## config.mk

```make
export PLATFORM = sky130hd
export DESIGN_NAME = srisc_regfile
export DESIGN_NICKNAME = d
export VERILOG_FILES = /design/src/design/srisc_pkg.sv /design/src/design/srisc_regfile.sv
export SDC_FILE = /design/constraint.sdc
export NUM_CORES = 1
export LEC_CHECK = 0
export BUFFER_PORTS_ARGS = -buffer_cell sky130_fd_sc_hd__buf_2
export CORE_MARGIN = 10
export CORE_UTILIZATION = 50
export CTS_BUF_LIST = sky130_fd_sc_hd__clkbuf_16
export DETAILED_ROUTE_END_ITERATION = 7
export PLACE_DENSITY = 0.68
export SKIP_CTS_REPAIR_TIMING = 1
export SLEW_MARGIN = 20
export SYNTH_ARGS = -nofsm -noshare
export SYNTH_HDL_FRONTEND = slang
export SYNTH_SLANG_ARGS = --single-unit
```

## constraint.sdc

```tcl
create_clock -name clk -period 7.3 [get_ports clk]
set_input_delay 0.73 -clock clk [delete_from_list [all_inputs] [get_ports clk]]
set_output_delay 0.73 -clock clk [all_outputs]
set_load 0.005 [all_outputs]
```

## src/design/srisc_pkg.sv

```systemverilog
// Package for the sixteen-bit RISC core step block: item kinds, opcodes,
// function codes, sequencer states and the shared payload structs.
// No dependencies.
`default_nettype none

package srisc_pkg;

  localparam int ADDR_W = 13;
  localparam int WORD_W = 16;
  localparam int RIDX_W = 3;

  // item kinds (s_tuser)
  localparam logic [1:0] OP_LOAD = 2'd0;
  localparam logic [1:0] OP_EXEC = 2'd1;
  localparam logic [1:0] OP_READ = 2'd2;

  // instruction opcodes, word bits 15:13
  localparam logic [2:0] OPC_ALU  = 3'd0;
  localparam logic [2:0] OPC_ADDI = 3'd1;
  localparam logic [2:0] OPC_J    = 3'd2;
  localparam logic [2:0] OPC_JAL  = 3'd3;
  localparam logic [2:0] OPC_LW   = 3'd4;
  localparam logic [2:0] OPC_SW   = 3'd5;
  localparam logic [2:0] OPC_JEQ  = 3'd6;
  localparam logic [2:0] OPC_SLTI = 3'd7;

  // function codes for the register-register group
  localparam logic [3:0] FN_ADD = 4'd0;
  localparam logic [3:0] FN_SUB = 4'd1;
  localparam logic [3:0] FN_AND = 4'd2;
  localparam logic [3:0] FN_OR  = 4'd3;
  localparam logic [3:0] FN_SLT = 4'd4;
  localparam logic [3:0] FN_JR  = 4'd8;

  localparam logic [RIDX_W-1:0] LINK_REG = 3'd7;

  typedef enum logic [2:0] {
    ST_CLEAR,
    ST_IDLE,
    ST_ISSUE,
    ST_READ,
    ST_DECODE,
    ST_EXEC,
    ST_LWB,
    ST_DONE
  } state_t;

  // register file write port
  typedef struct packed {
    logic              we;
    logic [RIDX_W-1:0] addr;
    logic [WORD_W-1:0] data;
  } rf_wr_t;

  // result item, first field in the highest bits
  typedef struct packed {
    logic [WORD_W-1:0] read_data;
    logic [WORD_W-1:0] mem_data;
    logic [ADDR_W-1:0] mem_addr;
    logic              mem_written;
    logic [WORD_W-1:0] reg_value;
    logic [RIDX_W-1:0] reg_index;
    logic              reg_written;
    logic              halted;
    logic [ADDR_W-1:0] pc_now;
  } res_t;

endpackage

`default_nettype wire

```

## src/design/srisc_regfile.sv

```systemverilog
// Register file of the RISC core step block: two registered read ports,
// one write port, per-entry valid bits so that reset reads as zero.
// Depends on srisc_pkg.
`default_nettype none

module srisc_regfile #(
  parameter int REG_COUNT = 8
) (
  input  wire                            clk,
  input  wire                            rst,
  input  wire  [srisc_pkg::RIDX_W-1:0]   ra_addr,
  input  wire  [srisc_pkg::RIDX_W-1:0]   rb_addr,
  output logic [srisc_pkg::WORD_W-1:0]   ra_data,
  output logic [srisc_pkg::WORD_W-1:0]   rb_data,
  input  srisc_pkg::rf_wr_t              wr
);
  import srisc_pkg::*;

  localparam int RW = $clog2(REG_COUNT);

  logic [WORD_W-1:0] regs [REG_COUNT];
  logic [REG_COUNT-1:0] valid;
  logic [WORD_W-1:0] ra_raw;
  logic [WORD_W-1:0] rb_raw;
  logic              ra_v;
  logic              rb_v;

  always_ff @(posedge clk) begin
    if (wr.we) begin
      regs[wr.addr[RW-1:0]] <= wr.data;
    end
    ra_raw <= regs[ra_addr[RW-1:0]];
    rb_raw <= regs[rb_addr[RW-1:0]];
  end

  always_ff @(posedge clk) begin
    if (rst) begin
      valid <= '0;
      ra_v  <= 1'b0;
      rb_v  <= 1'b0;
    end else begin
      if (wr.we) begin
        valid[wr.addr[RW-1:0]] <= 1'b1;
      end
      ra_v <= valid[ra_addr[RW-1:0]];
      rb_v <= valid[rb_addr[RW-1:0]];
    end
  end

  assign ra_data = ra_v ? ra_raw : '0;
  assign rb_data = rb_v ? rb_raw : '0;

endmodule

`default_nettype wire

```

; ---- After elaboration in Yosys (flattened, before gate mapping)
; Memory sizes are Yosys's and may differ from the RTL's. A register that Yosys moved wholly into a read port is not among the register bits.
; Index checks and enable logic that the tools add are counted.
[totals]
in_bits = 28
out_inout_bits = 32
reg_bits = 10
word_cells = 20
n_memories = 1
mem_bits_rw = 128
[classes]
reduce_logical = 1
magnitude_cmp = 4
bitwise_logic = 1
muxes = 10
[memory_table]
columns = memory, words, word_bits, read_ports, rd_clocked_by_memory_dff, wr, line
row1 = regs, 8, 16, 2, 2, 1, srisc_regfile.sv:21  ; logic [WORD_W-1:0] regs [REG_COUNT];
[op_table]
columns = operator, n
row1 = $mux 16, 2
row2 = $lt 3x4->1 const B, 3
row3 = $or 8x8->8, 1
row4 = $bmux 1 s3, 2
row5 = $mux 1, 5
row6 = $demux 1 s3, 1
row7 = $ge 3x1->1 const B, 1
row8 = $logic_and 1x1->1, 1

; ---- Logic depth before layout (Yosys ltp)
[depth]
ltp_word = 5
ltp_mapped = 5
depth_no_buf = 3

; ---- Least setup slack after synthesis
; No wires, ideal clock.
[synth_timing]
kind = input port to flip-flop
from = input wr[18] (netlist name)
to = memory regs[0][0], enable pin
stages = 1
slack_ps = 4266
arrival_time_ps = 2593
setup_time_ps = 440
path_cell_list = nor4b_1
[synth_lines]
columns = element, line
row1 = from (decl), srisc_regfile.sv:15  ; input srisc_pkg::rf_wr_t wr
row2 = to (decl), srisc_regfile.sv:21
; Straight into the memory's write port.

; ---- Worst setup path after layout
[layout_timing]
from = register rb_v
to = output rb_data[0] (netlist name)
[layout_between]
elab_chain_cells = 1
[layout_rtl]
columns = element, line
row1 = from (decl), srisc_regfile.sv:26  ; logic rb_v;
row2 = from (signal assigned), srisc_regfile.sv:46  ; rb_v <= valid[rb_addr[RW-1:0]];
row3 = $mux 16, srisc_regfile.sv:51  ; assign rb_data = rb_v ? rb_raw : '0;
row4 = to (decl), srisc_regfile.sv:14  ; output logic [srisc_pkg::WORD_W-1:0] rb_data,
; No other way between the ends.

==> out/results.tsv <==
stage	metric	value	unit
setup_path	FF-to-FF Start	regs[2][6]	
timing	Max Transition Viols Final	0	
setup_path	critical path, cell by cell	and2_1, buf_2	
synth	Mapped Cells	360	
drt	vias	3558	
drt	final wirelength	14.3	mm
setup_path	Worst EP required	6570	ps
synth	Mapped Area	7350	um^2
setup_path	Setup crit start	rb_v	
synth	Mapped Avg Cell Area	20.4	um^2
timing	Tmin final	2310	ps
cts	CTS buffer count	17	
cts	clk root buf	clkbuf_16	
finish	NumNets Final	449	
drt	Avg Vias per Cell	5.76	
job	max_cap viols	0	
timing	setup TNS	0	ps
setup_path	Arr. time, crit path	1580	ps
finish	final core occ	0.579	
die	row cnt	44	
die	DIE WIDTH	141	um
cts	htree depth	4	
timing	Fin Clk Skew	7.56	ps
die	core box area	14500	um^2
place	Post-Place Cell Area	7790	um^2
hold_path	Hold Crit Start	valid[1]	
die	die height	141	um
cts	Reg clk slew, reported paths	60	ps
synth	post-synthesis mux area share	0.285	
synth	top-area cell type share of the netlist area	0.523	
synth	Post-Synth XOR/XNOR Area	0	
drt	DR WL/cell	23.1	um
global_route	initial antenna violation count	1	
synth	post-synthesis sequential area ratio	0.637	
cts	Worst-Skew Late Latency	410	ps
place	I/O Buffers	59	
global_route	first-pass GRT wire length	22.1	mm
synth	Syn. warnings	0	
setup_path	Setup crit start kind	flip-flop	
synth	FF+latch count, synth	170	
finish	Area Growth Syn to Fin	14.0	%
setup_path	Worst Path Max Fanout	16	
power_and_ir_drop	Pwr Density	254	nW/um^2
global_route	largest net degree at the start of global routing	36	
setup_path	Worst setup EP type	output port	
timing	Least-Margin Pin Slew	1070	ps
setup_path	slowest CP cell	dfxtp_1	
drt	DRT Pass-1 Iters	4	
drt	DRT iter0 DRCs	209	
global_route	GR Overflow Total	0	
synth	distinct cell type count after synthesis	24	
timing	fin crit share	0.317	
timing	RSZ-0062 raised after global routing	false	
timing	Setup-failing EPs final	0	
synth	leading area contributor after synthesis	edfxtp_1	
finish	Antenna Cells	0	
power_and_ir_drop	maximum VDD drop	0.175	mV
timing	Worst slew margin	0.289	
synth	largest family of logic cells by synthesized area	multiplexers	
finish	fraction of layout cells with a size suffix above 1	0.336	
synth	Synth area leaders	edfxtp_1, mux4_1, dfxtp_1, mux2_2, mux4_2	
drt	DRT antenna net count	0	
power_and_ir_drop	Leak	0.00311	uW
cts	CTS tree	built	
setup_path	critical path type	flip-flop to output port	
global_route	number of global-route vias before repair	3818	
place	GP Congestion	0.704	
setup_path	CP peak stage delay	770	ps
die	Initial Util	0.508	
place	hpwl dp	8.13	mm
status	status	complete, no violations	
timing	maximum clock frequency	0.433	GHz
hold_path	Hold Path Class	flip-flop to flip-flop	
synth	Compound-Gate Fraction of Synth Area	0.00851	
die	IO Count	60	
cts	TritonCTS Sinks	170	
finish	Finished Cell Area	8380	um^2
setup_path	CP bufs+invs	1	
synth	syn nets	388	
global_route	gr usage total	0.148	
cts	clk buf depth	2	
synth	Post-Synth Adder-Cell Area	0	
die	Die Area	20000	um^2
drt	DR DRC count	0	
timing	Final Hold Fails	0	
setup_path	CP top delay family	flip-flops	
synth	Synth Area in Simple Gates	0.0442	
[power by group]
group	internal [uW]	switching (uW)	total, uW
combinational	78.3	66.8	145
sequential	1090	18.2	1100
clock	533	345	878
total	1700	430	2130
[flip-flops by register name, indices dropped and copies added (netlist names)]
signal and count:
regs 128, ra_raw 16, rb_raw 16, valid 8
ra_v 1, rb_v 1
[synth_stat cells (all sizes together)]
library cell and number:
edfxtp 128, mux4 66, dfxtp 42, and2 32, mux2 32, buf 16
nor2 15, clkbuf 7, mux2i 4, o21ba 3, a21o 2, a311oi 2
and4b 2, inv 2, nand2 2, nor4bb 2, nor3 1, nor3b 1
nor4b 1
[area by class of cell]
class | count | area, um^2
clock buffer | 17 | 425
clock inverter | 15 | 163
fill | 1075 | 6100
inverter | 2 | 7.51
multi-input combinational | 165 | 2530
sequential | 170 | 4680
tap | 184 | 230
timing repair buffer | 65 | 340
[logic make-up after synthesis]
kind of cell / count (synthesis)
AO/OA/AOI/OAI: 7
buffers and inverters: 25
flip-flops: 170
multiplexers: 102
AND/OR/NAND/NOR: 56
[path summary, 6_finish.rpt]
kind	endpoint	slack, ps	cells past startpoint
hold / removal	valid[1]	500	2
setup / recovery	rb_data[0]	4990	2
hold reg to reg	valid[1]	500	2
setup reg to reg	rb_raw[6]	5980	2
[stage by stage]
stage | hold slack (ps) | power, uW | setup WS, ps | cells
CTS | 500 | 2150 | 4910 | 618
global placement | 462 | 1260 | 4710 | 586
finish | 498 | 2130 | 4990 | 618
floorplan | 452 | 1220 | 4270 | 360
global route | 520 | 2200 | 4860 | 618
detailed placement | 486 | 1270 | 4680 | 586
[per-layer routing]
metal  GRT usage  routed length [um]  part of all wire  vias up
met4      0.0473                 111            0.0078        2
met3      0.0347                 729             0.051        9
met1       0.166                5610              0.39     1828
met5           0                  12           0.00084        -
met2       0.270                7810              0.55       80
li1            -                   -                 -     1639
[tightest hold or removal path, stage by stage, from the launching register on]
cell     delay, ps
dfxtp_1        340
nor2_1          50
nor2_1          70
[placed cells by master, fill, tap and decap left out, drive strengths merged, types with 4 or more instances in the layout]
master | Yosys | final
buf | 16 | 65
clkbuf | 7 | 17
dfxtp | 42 | 42
and2 | 32 | 32
mux2i | 4 | 4
mux4 | 66 | 66
clkinv | 0 | 8
nor2 | 15 | 15
edfxtp | 128 | 128
inv | 2 | 4
mux2 | 32 | 32
Power figures use the tool's default switching activity.
